--- config.mk ---
export PLATFORM = sky130hd
export DESIGN_NAME = kway_record_merge
export DESIGN_NICKNAME = d
export VERILOG_FILES = /design/src/hdl/kwrm_pkg.sv /design/src/hdl/kway_record_merge.sv
export SDC_FILE = /design/constraint.sdc
export NUM_CORES = 1
export LEC_CHECK = 0
export CAP_MARGIN = 20
export CORE_MARGIN = 2
export CORE_UTILIZATION = 55
export CTS_BUF_LIST = sky130_fd_sc_hd__clkbuf_2
export CTS_CLUSTER_DIAMETER = 80
export CTS_CLUSTER_SIZE = 14
export DETAILED_ROUTE_END_ITERATION = 16
export DONT_BUFFER_PORTS = 1
export PLACE_DENSITY = 0.69
export SLEW_MARGIN = 15
export SYNTH_ARGS = -nofsm -noshare
export SYNTH_HDL_FRONTEND = slang
export SYNTH_SLANG_ARGS = --single-unit
--- constraint.sdc ---
create_clock -name clock -period 9.95 [get_ports clock]
set_clock_uncertainty 0.05 [all_clocks]
set_input_delay 0.995 -clock clock [delete_from_list [all_inputs] [get_ports clock]]
set_output_delay 0.995 -clock clock [all_outputs]
set_load 0.005 [all_outputs]
--- src/hdl/kwrm_pkg.sv ---
// ----------------------------------------------------------------------------
// kwrm_pkg
// Shared types, constants and the sort key and run count functions for the k-way record merge.
// ----------------------------------------------------------------------------
package kwrm_pkg;

   // number of runs the head store holds
   localparam int unsigned MAX_RUNS = 8;
   localparam int unsigned RUN_W    = $clog2(MAX_RUNS);
   localparam int unsigned CNT_W    = RUN_W + 1;

   // field widths
   localparam int unsigned KEY_W   = 64;
   localparam int unsigned VALUE_W = 32;
   localparam int unsigned CSR_W   = 32;
   localparam int unsigned ADDR_W  = 3;

   // register map, word index
   localparam logic [ADDR_W-3:0] CSR_RUNS_IN_USE = 1'b0;

   // register reset value
   localparam logic [CNT_W-1:0] RUNS_RESET = CNT_W'(MAX_RUNS);

   // item commands
   typedef enum logic {
      CMD_RECORD  = 1'b0,
      CMD_RUN_END = 1'b1
   } cmd_type;

   // per run status
   typedef enum logic [1:0] {
      RS_WAIT = 2'd0,
      RS_HEAD = 2'd1,
      RS_END  = 2'd2
   } run_status_type;

   // input transaction
   typedef struct packed {
      logic               cmd;
      logic [2:0]         run_index;
      logic [KEY_W-1:0]   record_key;
      logic [VALUE_W-1:0] record_value;
   } req_type;

   // result transaction
   typedef struct packed {
      logic               out_valid;
      logic [KEY_W-1:0]   out_key;
      logic [VALUE_W-1:0] out_value;
      logic [2:0]         refill_run;
      logic               merge_done;
      logic               protocol_error;
   } rsp_type;

   // record key to sort key: cell stays on top, then tag, gene, umi
   function automatic logic [KEY_W-1:0] sort_key(input logic [KEY_W-1:0] k);
      sort_key = {k[63:44], k[4:0], k[19:5], k[43:20]};
   endfunction

   // register value to effective run count: zero acts as one, clamp at max
   function automatic logic [CNT_W-1:0] active_runs(input logic [3:0] r);
      logic [CNT_W-1:0] res;
      if (r == 4'd0) begin
         res = CNT_W'(1);
      end else if (32'(r) > MAX_RUNS) begin
         res = CNT_W'(MAX_RUNS);
      end else begin
         res = CNT_W'(r);
      end
      active_runs = res;
   endfunction

endpackage

--- src/hdl/kway_record_merge.sv ---
// ----------------------------------------------------------------------------
// kway_record_merge
// Merges up to eight sorted record runs, one head record per run, emitting the
// smallest head by sort key and naming its run for refill.
// ----------------------------------------------------------------------------
//
//   channel   direction  handshake             payload
//   req       in         req_valid/req_stall   req_data (req_type)
//   rsp       out        rsp_valid/rsp_stall   rsp_data (rsp_type)
//   csr       in/out     psel/penable/pready   paddr, pwdata, prdata
//
// an item that completes the head set takes accept, fill check, a compare of
// each run in use on the shared key comparator, and result load; one that
// leaves runs unfilled ends at the fill check, a rejected one goes to result load.
// the single comparator walks the heads one per cycle, that sets the rate.
// reset is synchronous active high; all runs await their first record.
// a stalled result holds in the output register; the block keeps accepting
// until it needs to load a new result.
module kway_record_merge
   import kwrm_pkg::*;
(
   input  logic               clock,
   input  logic               reset,
   // input channel
   input  logic               req_valid,
   output logic               req_stall,
   input  req_type            req_data,
   // result channel
   output logic               rsp_valid,
   input  logic               rsp_stall,
   output rsp_type            rsp_data,
   // configuration port
   input  logic               psel,
   input  logic               penable,
   input  logic               pwrite,
   input  logic [ADDR_W-1:0]  paddr,
   input  logic [CSR_W-1:0]   pwdata,
   output logic [CSR_W-1:0]   prdata,
   output logic               pready
);

   typedef enum logic [3:0] {
      S_IDLE   = 4'b0001,
      S_CHECK  = 4'b0010,
      S_SCAN   = 4'b0100,
      S_RESULT = 4'b1000
   } state_type;

   state_type            state_ff, state_in;
   logic [3:0]           runs_ff, runs_in;
   run_status_type       status_ff [MAX_RUNS];
   run_status_type       status_in [MAX_RUNS];
   logic [KEY_W-1:0]     head_key_ff [MAX_RUNS];
   logic [VALUE_W-1:0]   head_value_ff [MAX_RUNS];
   logic [RUN_W-1:0]     scan_idx_ff, scan_idx_in;
   logic                 err_ff, err_in;
   logic                 best_valid_ff, best_valid_in;
   logic [KEY_W-1:0]     best_sk_ff, best_sk_in;
   logic [KEY_W-1:0]     best_key_ff, best_key_in;
   logic [VALUE_W-1:0]   best_value_ff, best_value_in;
   logic [RUN_W-1:0]     best_run_ff, best_run_in;
   logic                 rsp_valid_ff, rsp_valid_in;
   rsp_type              rsp_data_ff, rsp_data_in;

   logic                 cfg_write;
   logic [CNT_W-1:0]     n_eff;
   logic                 req_accept;
   logic [RUN_W-1:0]     req_run;
   logic                 req_err;
   logic                 all_filled;
   logic                 out_free;
   logic [KEY_W-1:0]     cur_sk;
   logic                 cur_eligible;
   logic                 cur_wins;
   logic                 scan_last;

   // configuration port
   assign pready    = 1'b1;
   assign cfg_write = psel && penable && pwrite && pready &&
                      (paddr[ADDR_W-1:2] == CSR_RUNS_IN_USE);
   assign prdata    = (paddr[ADDR_W-1:2] == CSR_RUNS_IN_USE) ?
                      {{(CSR_W-4){1'b0}}, runs_ff} : '0;
   assign runs_in   = cfg_write ? pwdata[3:0] : runs_ff;
   assign n_eff     = active_runs(runs_ff);

   // input side
   assign req_stall  = (state_ff != S_IDLE);
   assign req_accept = req_valid && !req_stall;
   assign req_run    = req_data.run_index[RUN_W-1:0];
   assign req_err    = ({1'b0, req_data.run_index} >= n_eff) ||
                       (status_ff[req_run] != RS_WAIT);
   assign out_free   = !rsp_valid_ff || !rsp_stall;

   // every run in use has a head or has ended
   always_comb begin
      all_filled = 1'b1;
      for (int i = 0; i < MAX_RUNS; i++) begin
         if ((CNT_W'(i) < n_eff) && (status_ff[i] == RS_WAIT)) begin
            all_filled = 1'b0;
         end
      end
   end

   // shared comparator, one head per cycle
   assign cur_sk       = sort_key(head_key_ff[scan_idx_ff]);
   assign cur_eligible = (status_ff[scan_idx_ff] == RS_HEAD);
   assign cur_wins     = cur_eligible && (!best_valid_ff || (cur_sk < best_sk_ff));
   assign scan_last    = ({1'b0, scan_idx_ff} == (n_eff - CNT_W'(1)));

   // sequencer
   always_comb begin
      state_in      = state_ff;
      scan_idx_in   = scan_idx_ff;
      err_in        = err_ff;
      best_valid_in = best_valid_ff;
      best_sk_in    = best_sk_ff;
      best_key_in   = best_key_ff;
      best_value_in = best_value_ff;
      best_run_in   = best_run_ff;
      rsp_valid_in  = rsp_valid_ff;
      rsp_data_in   = rsp_data_ff;
      for (int i = 0; i < MAX_RUNS; i++) begin
         status_in[i] = status_ff[i];
      end

      // result register drains
      if (rsp_valid_ff && !rsp_stall) begin
         rsp_valid_in = 1'b0;
      end

      unique case (state_ff)
         S_IDLE: begin
            if (req_accept) begin
               err_in = req_err;
               if (req_err) begin
                  state_in = S_RESULT;
               end else begin
                  status_in[req_run] = (req_data.cmd == CMD_RECORD) ? RS_HEAD : RS_END;
                  state_in           = S_CHECK;
               end
            end
         end
         S_CHECK: begin
            scan_idx_in   = '0;
            best_valid_in = 1'b0;
            state_in      = all_filled ? S_SCAN : S_IDLE;
         end
         S_SCAN: begin
            if (cur_wins) begin
               best_valid_in = 1'b1;
               best_sk_in    = cur_sk;
               best_key_in   = head_key_ff[scan_idx_ff];
               best_value_in = head_value_ff[scan_idx_ff];
               best_run_in   = scan_idx_ff;
            end
            scan_idx_in = scan_idx_ff + RUN_W'(1);
            if (scan_last) begin
               state_in = S_RESULT;
            end
         end
         S_RESULT: begin
            if (out_free) begin
               rsp_valid_in = 1'b1;
               rsp_data_in  = '0;
               if (err_ff) begin
                  rsp_data_in.protocol_error = 1'b1;
               end else if (best_valid_ff) begin
                  rsp_data_in.out_valid  = 1'b1;
                  rsp_data_in.out_key    = best_key_ff;
                  rsp_data_in.out_value  = best_value_ff;
                  rsp_data_in.refill_run = 3'(best_run_ff);
                  status_in[best_run_ff] = RS_WAIT;
               end else begin
                  rsp_data_in.merge_done = 1'b1;
                  for (int i = 0; i < MAX_RUNS; i++) begin
                     status_in[i] = RS_WAIT;
                  end
               end
               state_in = S_IDLE;
            end
         end
         default: begin
            state_in = S_IDLE;
         end
      endcase

      // a register write aborts the merge
      if (cfg_write) begin
         state_in = S_IDLE;
         for (int i = 0; i < MAX_RUNS; i++) begin
            status_in[i] = RS_WAIT;
         end
      end
   end

   // control registers
   always_ff @(posedge clock) begin
      if (reset) begin
         state_ff     <= S_IDLE;
         runs_ff      <= RUNS_RESET[3:0];
         rsp_valid_ff <= 1'b0;
         for (int i = 0; i < MAX_RUNS; i++) begin
            status_ff[i] <= RS_WAIT;
         end
      end else begin
         state_ff     <= state_in;
         runs_ff      <= runs_in;
         rsp_valid_ff <= rsp_valid_in;
         for (int i = 0; i < MAX_RUNS; i++) begin
            status_ff[i] <= status_in[i];
         end
      end
   end

   // payload registers
   always_ff @(posedge clock) begin
      scan_idx_ff   <= scan_idx_in;
      err_ff        <= err_in;
      best_valid_ff <= best_valid_in;
      best_sk_ff    <= best_sk_in;
      best_key_ff   <= best_key_in;
      best_value_ff <= best_value_in;
      best_run_ff   <= best_run_in;
      rsp_data_ff   <= rsp_data_in;
   end

   // head store, written only by an accepted record
   always_ff @(posedge clock) begin
      if (req_accept && !req_err && (req_data.cmd == CMD_RECORD)) begin
         head_key_ff[req_run]   <= req_data.record_key;
         head_value_ff[req_run] <= req_data.record_value;
      end
   end

   assign rsp_valid = rsp_valid_ff;
   assign rsp_data  = rsp_data_ff;

   // a result carries exactly one kind
   assert property (@(posedge clock) disable iff (reset)
      rsp_valid |-> $countones({rsp_data.out_valid, rsp_data.merge_done,
                                rsp_data.protocol_error}) == 1)
      else $error("result carries more than one kind");

   // the chosen winner still holds a head when the result is loaded
   assert property (@(posedge clock) disable iff (reset)
      (state_ff == S_RESULT) && !err_ff && best_valid_ff |->
         status_ff[best_run_ff] == RS_HEAD)
      else $error("winner run holds no head");

   // a done result leaves the first and last runs awaiting their first record
   assert property (@(posedge clock) disable iff (reset)
      (state_ff == S_RESULT) && out_free && !err_ff && !best_valid_ff |=>
         (status_ff[0] == RS_WAIT) && (status_ff[MAX_RUNS-1] == RS_WAIT))
      else $error("run status not cleared after done");

   // an accepted item leaves the idle state unless a register write aborts it
   assert property (@(posedge clock) disable iff (reset)
      req_accept && !cfg_write |=> state_ff != S_IDLE)
      else $error("accepted transaction not processed");

endmodule
## After elaboration in Yosys (flattened, before gate mapping)

Memories as Yosys holds them, arrays and structs flattened. A register that Yosys moved wholly into a read port is not among the register bits.
Index checks and enable logic that the tools add are counted.

| storage, ports and cells | value |
|---|---|
| logic and storage cells | 159 |
| output and inout bits | 137 |
| memories kept | 3 |
| bits of input ports | 142 |
| RAM bits | 784 |
| register bits | 247 |

Memories:

| memory | depth | width | rd ports | clocked after memory_dff | wr ports | line | RTL |
|---|---|---|---|---|---|---|---|
| head_key_ff | 8 | 64 | 1 | 1 | 1 | kway_record_merge.sv:53 | `logic [KEY_W-1:0] head_key_ff [MAX_RUNS];` |
| head_value_ff | 8 | 32 | 1 | 1 | 1 | kway_record_merge.sv:54 | `logic [VALUE_W-1:0] head_value_ff [MAX_RUNS];` |
| status_ff | 8 | 2 | 10 | 1 | 8 | kway_record_merge.sv:51 | `run_status_type status_ff [MAX_RUNS];` |

| operators by class | value |
|---|---|
| order comparisons | 15 |
| mux-type cells | 54 |
| eq/ne operators | 11 |
| reductions and logical operators | 44 |
| bitwise logic cells | 15 |
| $add $sub $neg | 2 |

Operator list:

| kind | number |
|---|---|
| $mux W100 | 1 |
| $mux W16 | 6 |
| $lt A64 B64 Y1 | 1 |
| $pmux W16 S2 | 1 |
| $mux W4 | 7 |
| $mux W2 | 11 |
| $mux W1 | 19 |
| $logic_and A1 B1 Y1 | 18 |
| $and A16 B16 Y16 | 1 |
| $bwmux W16 | 1 |
| $logic_not A2 Y1 | 8 |
| $lt A3 B4 Y1 const A | 4 |
| $not A16 Y16 | 1 |
| $pmux W4 S4 | 1 |
| $demux W2 S3 | 2 |
| $mux W3 | 3 |
| $ge A4 B4 Y1 const B | 2 |
| $lt A1 B4 Y1 const A | 2 |
| $lt A2 B4 Y1 const A | 2 |
| $lt A4 B1 Y1 const B | 2 |
| $ne A2 B2 Y1 const B | 4 |
| $not A3 Y4 | 2 |
| $or A1 B1 Y1 | 8 |
| $reduce_and A2 Y1 | 4 |
| other kinds (20) | 30 |

## Depth between registers and ports, before layout

Gate-level depths: netlist (run 1).

| logic depth | value |
|---|---|
| word-level depth | 15 |
| mapped depth | 13 |
| gate-level depth less buffers | 11 |

## Least setup slack after synthesis (run 1)

No wires, ideal clock.

| timing | value |
|---|---|
| kind | reg-to-reg |
| start | register with a tool-made name |
| end | register best_run_ff[0] (enable) |
| stages on the path, launching flop included | 14 |
| arrival time | 9960 ps |
| data required time | 9222 ps |
| path slack | -738 ps |
| cells stage by stage | dfxtp_1 -> clkbuf_1 -> clkbuf_1 -> buf_2 -> mux4_2 -> mux2_2 -> ha_1 -> a21oi_1 -> o21ai_0 -> a2111oi_0 -> a211oi_1 -> a2111oi_2 -> o22ai_1 -> nor3_1 |

RTL lines:

| element | line | RTL |
|---|---|---|
| to (signal assigned) | kway_record_merge.sv:223 | `best_run_ff <= best_run_in;` |
| to (decl) | kway_record_merge.sv:61 | `logic [RUN_W-1:0] best_run_ff, best_run_in;` |

==> impl_metrics.ini, run 1 <==
[status]
run_status = complete, no violations

[synth]
synthMuxAreaShare = 0.140
seq_area_frac_synth = 0.762
synthFlopType = edfxtp_1
synth_compound_area_frac = 0.0214
yosys.area_share.simple = 0.0308
synth_cells = 1912
async_flop_share = 0
yosysWarnings = 0
yosys.area_share.xor_xnor = 0.00112
synthAdderAreaFrac = 0.0224
syn_area_mm2 = 0.0391
ys_types = 56
synth-seq-cells = 1002
synth-edff-count = 974
synth_top_family_by_area = multiplexers
postSynthAreaPerCell_um2 = 20.5

[worst_setup_path]
reg2reg_slack_ps = 3720
r2r-end = best_value_ff[24]
max_stage_delay_ps = 820
worstPathMaxFanout = 52
setup.worst_path.class = reg -> reg
end_kind = flop
r2r_cells = 13
worstPathRequired_ps = 10710
start_kind = flop
worstPathCellList = buf_4, mux4_2, mux2_2, ha_1, a21oi_1, o21ai_0, a2111oi_0, a211oi_1, a2111oi_2, o22ai_1, nor3_4, buf_4, buf_4
slowest_stage = buf_4
cp.arrival_ps = 6990
cp_common_cell = buf_4

[sta]
setup_viol = 0
period_minus_slack_ps = 6230
slew_headroom = 0.286
worst_pin_slew_ps = 1070
tns_ps = 0
fin_ws_ps = 3720
hold_slack_ps = 96.0
max_freq_mhz = 161
finalHoldViolCount = 0
finalCritPeriodShare = 0.626
rsz0062_at_grt = false
drv_slew = 0

[die]
die_x_um = 271
die_h_um = 271
core-area_mm2 = 0.0701
initial_utilization = 0.557
design.die.area_mm2 = 0.0732
core.rowCount = 97
io_pins = 279

[finish]
final_common_cell = edfxtp_1
fin_area_mm2 = 0.0418
drive_gt1_frac = 0.212
final_cell_mix = 974 x edfxtp_1, 193 x mux4_2, 106 x dlygate4sd3_1
syn2layout_area_growth_pct = 6.82
postLayoutCoreUtil = 0.595
final_nets = 2260

[routing]
firstDrtPassIters = 5
ant_nets = 0
vias = 18200
dr.max_layer_used = met5
viasPerCell = 6.05
routed_wirelength_mm = 79.9
drt-met1-wl_mm = 33.4
wl_per_cell_um = 26.5
drc = 0
wl_met3_mm = 4.61
drt-initial-drc-count = 1541
met2_wirelength_mm = 39.8

[worst_hold_path]
hold_end = status_ff[5][1]
min_path_type = in -> reg
holdCritStartpoint = req_data[96]
min_delay_path_depth = 2

[placed_design]
placed_cell_area_mm2 = 0.0402
place_congestion = 0.809
dp_slack_ps = 3670
dp_hpwl_mm = 44.8
io_buffers = 0

[clock_network]
clock_path_buffers = 3
cts_max_level = 3
clock-sinks = 1002
cts_tree = done
cts_root_buf = clkbuf_2
cts_buffers = 81
clk_latency_ps = 1210
path_clk_slew_ps = 290

[grt]
antenna_found_initial = 13
grt_overflow = 0
grt_usage = 0.219
grt_max_degree = 92
grt_pass1_vias = 18700
grt_pass1_wl_mm = 119

[flow_run]
max_cap_violations = 0

[pwr]
p_leak_nw = 13.4
power_density_mw_per_mm2 = 161
vdd_drop_max_uv = 111
[sequential cells by signal, summed over array words and instances (netlist names), named ones only]
| signal | cells |
|---|---|
| best_run_ff | 3 |
| best_sk_ff | 64 |
| best_valid_ff | 1 |
| best_value_ff | 32 |
| err_ff | 1 |
| head_key_ff | 512 |
| head_value_ff | 256 |
| rsp_data | 102 |
| rsp_valid | 1 |
| runs_ff | 4 |
| scan_idx_ff | 3 |
| state_ff | 4 |
| status_ff | 16 |
[power by group]
group / total (W) / internal (W) / switching (W) / leakage [nW]
combinational: 0.000576 / 0.000259 / 0.000317 / 3.98
clock: 0.00144 / 0.000252 / 0.00119 / 0.411
sequential: 0.00472 / 0.00469 / 0.0000317 / 9.03
total: 0.00674 / 0.00520 / 0.00154 / 13.4
[per-stage QoR]
step | total power [W] | std cells
global placement | 0.00531 | 2799
floorplan | 0.00519 | 1939
finish | 0.00674 | 3015
CTS | 0.00680 | 3005
detailed placement | 0.00532 | 2799
global route | 0.00698 | 3008
[repair_timing]
item                                   4_1_cts  5_1_grt
hold buffers                               106        0
setup buffers                                0        0
endpoints found under the hold margin      779        0
gates resized for setup                      0        0
[cell usage after synthesis (6+ instances only)]
cell         n  area share
nand2_1     17      0.0016
nand3_1      6     0.00077
a22o_1       8      0.0018
buf_4       29      0.0056
nor2b_1      7      0.0011
o2bb2ai_1    8      0.0018
nor3_1      68      0.0087
and2_1      36      0.0058
mux4_2     193        0.11
o21ai_0     17      0.0022
a21oi_1     34      0.0044
buf_1       20      0.0019
a31oi_1     14      0.0022
nand3b_1     7      0.0013
a21o_1       8      0.0015
nor2_1      38      0.0036
edfxtp_1   974        0.75
mux2_2      96       0.028
ha_1        70       0.022
dfxtp_1     28       0.014
inv_1       88      0.0084
and4_1       6      0.0013
nand4_1     12      0.0019
clkbuf_1    46      0.0044
buf_2       14      0.0018
[worst max-delay path: cells and delay by family, from the launching register on]
family / cells / cell delay [ps]
and+or+nand+nor: 1 / 150
DFF: 1 / 530
buffers and inverters: 3 / 2010
muxes: 2 / 870
adders and majority gates: 1 / 330
AOI/OAI and AO/OA: 6 / 1760
[area by class of cell]
cell class,instances,area [µm²]
flip-flops and latches,1002,29800
fillers,5171,28400
multi-input cells,740,8610
repair buffers,135,1300
well taps,940,1180
clock buffers,97,485
inverters,88,333
diodes,10,25.0
clock inverters,3,17.5
[worst max path at each step]
stage | start | endpoint | slack (ps) | cells past startpoint
global route | flop | best_value_ff[24] | 3410 | 13
finish | flop | best_value_ff[24] | 3720 | 13
global placement | flop | best_value_ff[0] | 3800 | 13
detailed placement | flop | best_value_ff[13] | 3670 | 13
floorplan | flop | best_run_ff[0] | 2290 | 13
CTS | flop | best_value_ff[24] | 3630 | 13
[metal layers]
| layer | vias up | track usage |
|---|---|---|
| met5 | - | 0 |
| met2 | 590 | 0.369 |
| li1 | 7923 | - |
| met4 | 16 | 0.0564 |
| met1 | 9574 | 0.300 |
| met3 | 136 | 0.0397 |
[cell families after synthesis]
family | after synthesis
flip-flops | 1002
multiplexers | 292
AND/OR/NAND/NOR | 219
buffers and inverters | 197
AO/OA/AOI/OAI | 125
adder cells (fa/ha/maj) | 70
XOR/XNOR | 5
other | 2
(Power assumes the default switching activity.)
==> inputs of run 2 (changes only) <==
clock period = 5.65 ns   (was 9.95 ns; I/O delays follow)
==> run 2 against run 1 <==
Die area stayed put. Final area is 1.5% higher. Clock-buffer cell count is 1 lower. Fmax is 24% higher. Final cell count is 1.1% higher. First-iteration DRC count is 9.2% higher. Sequential cell count stayed put. Critical path type unchanged. Critical endpoint is now best_sk_ff[40].
==> impl_metrics.ini, run 2 (synthesis gave the netlist of run 1 again) <==
[die]
core-area_mm2 = 0.0701
core.rowCount = 97
die_x_um = 271
io_pins = 279
design.die.area_mm2 = 0.0732
initial_utilization = 0.557
die_h_um = 271

[finish]
regMostFlops = head_key_ff
postLayoutCoreUtil = 0.604
final_common_cell = edfxtp_1
syn2layout_area_growth_pct = 8.44
largest_register_ffs = 512
final_nets = 2297
final_cell_mix = 974 x edfxtp_1, 193 x mux4_2, 125 x dlygate4sd3_1
finalNonFillerCells = 3049
drive_gt1_frac = 0.219
fillers = 5046

[clock_network]
cts_max_level = 3
cts_tree = done
clock_path_buffers = 3
postCtsSetupRepairBufs = 0
cts_buffers = 81
path_clk_slew_ps = 270
clk_latency_ps = 1150
cts_root_buf = clkbuf_2
clock-sinks = 1002

[placed_design]
dp_hpwl_mm = 46.2
dp_slack_ps = 573
io_buffers = 0
dp.cells = 2817
place_congestion = 0.851

[routing]
ant_nets = 0
viasPerCell = 6.02
firstDrtPassIters = 5
drc = 0
drt-initial-drc-count = 1683
routed_wirelength_mm = 80.6
wl_per_cell_um = 26.4
vias = 18300

[pwr]
vdd_drop_max_uv = 183
p_leak_nw = 13.7
power_density_mw_per_mm2 = 281
power_w = 0.0119

[sta]
finalCritPeriodShare = 0.890
hold_slack_ps = 181
finalHoldViolCount = 0
rsz0062_at_grt = false
period_minus_slack_ps = 5030
max_freq_mhz = 199
worst_pin_slew_ps = 1110
fin_ws_ps = 621
drv_slew = 0
setup_viol = 0
slew_headroom = 0.258

[grt]
grt_pass1_vias = 19400
antenna_found_initial = 14
grt_pass1_wl_mm = 121
grt_max_degree = 97
grt_overflow = 0
grt_usage = 0.223

[worst_setup_path]
slowest_stage = dfxtp_4
worstPathCellList = buf_4, mux4_2, mux2_4, ha_4, a21oi_1, o21ai_1, a2111oi_1, a211oi_1, a2111oi_2, o22ai_2, nor3_4, buf_12
worstPathMaxFanout = 60
start_kind = flop
cp.arrival_ps = 5760
end_kind = flop
worstPathRequired_ps = 6380
path_buf_inv = 2
max_stage_delay_ps = 790
crit_family = compound AO/OA/AOI/OAI gates
setup.worst_path.class = reg -> reg

[worst_hold_path]
min_path_type = in -> reg

[status]
run_status = complete, no violations

[flow_run]
max_cap_violations = 0
## run 2: cell count changes in the layout (fill, tap and decap cells not counted), sizes merged
cell,previous run,this run
clkinvlp,1,0
bufinv,0,1
diode,10,7
clkinv,2,1
dlygate4sd3,106,125
clkbuf,97,96
buf,29,47
inv,88,90
## run 2: cell type report
class	instances	area, µm²	share of cell area
diodes	7	17.5	0.000413
clock buffers	96	480	0.0113
clock inverters	4	46.3	0.00109
inverters	88	333	0.00785
multi-input cells	740	8650	0.204
flip-flops and latches	1002	29800	0.703
well taps	940	1180	0.0277
repair buffers	172	1880	0.0443
## run 2: worst reg2reg max path, delay by kind of cell (launching register included)
family | cells | cell delay (ps)
buffers and inverters | 2 | 800
flip-flops | 1 | 790
multiplexers | 2 | 840
adder cells (fa/ha/maj) | 1 | 220
AO/OA/AOI/OAI | 6 | 1620
AND/OR/NAND/NOR | 1 | 340
## run 2: metal layers
layer	track usage	vias to the layer above	share of wire
li1	-	8004	-
met1	0.303	9650	0.42
met2	0.370	538	0.50
met3	0.0425	145	0.058
met4	0.0688	12	0.026
met5	0	-	0.00089
## run 2: power by group
group	internal, W	switching, W	total [W]	leakage, nW
clock network	0.000487	0.00208	0.00257	0.426
registers	0.00826	0.0000740	0.00833	9.03
logic	0.000489	0.000542	0.00103	4.23
## run 2: what timing repair did
item                                   CTS  global route
hold buffers                           125             0
endpoints found under the hold margin  862             0
resized for setup                        0             0
## run 2: path summary, 6_finish.rpt
check	startpoint	to	slack, ps	cells past startpoint
max	flop	best_sk_ff[40]	620	12
min	req_data[64]	head_key_ff[0][32]	180	1
max reg2reg	flop	best_sk_ff[40]	620	12
min reg2reg	status_ff[1][1]	status_ff[1][1]	460	1
## run 2: through the flow
step	area [µm²]	TNS [ps]
final	42400	0
after global routing	42400	0
after CTS	42400	0
after detailed placement	40600	0
after global placement	40600	0
after floorplan	39400	-931820
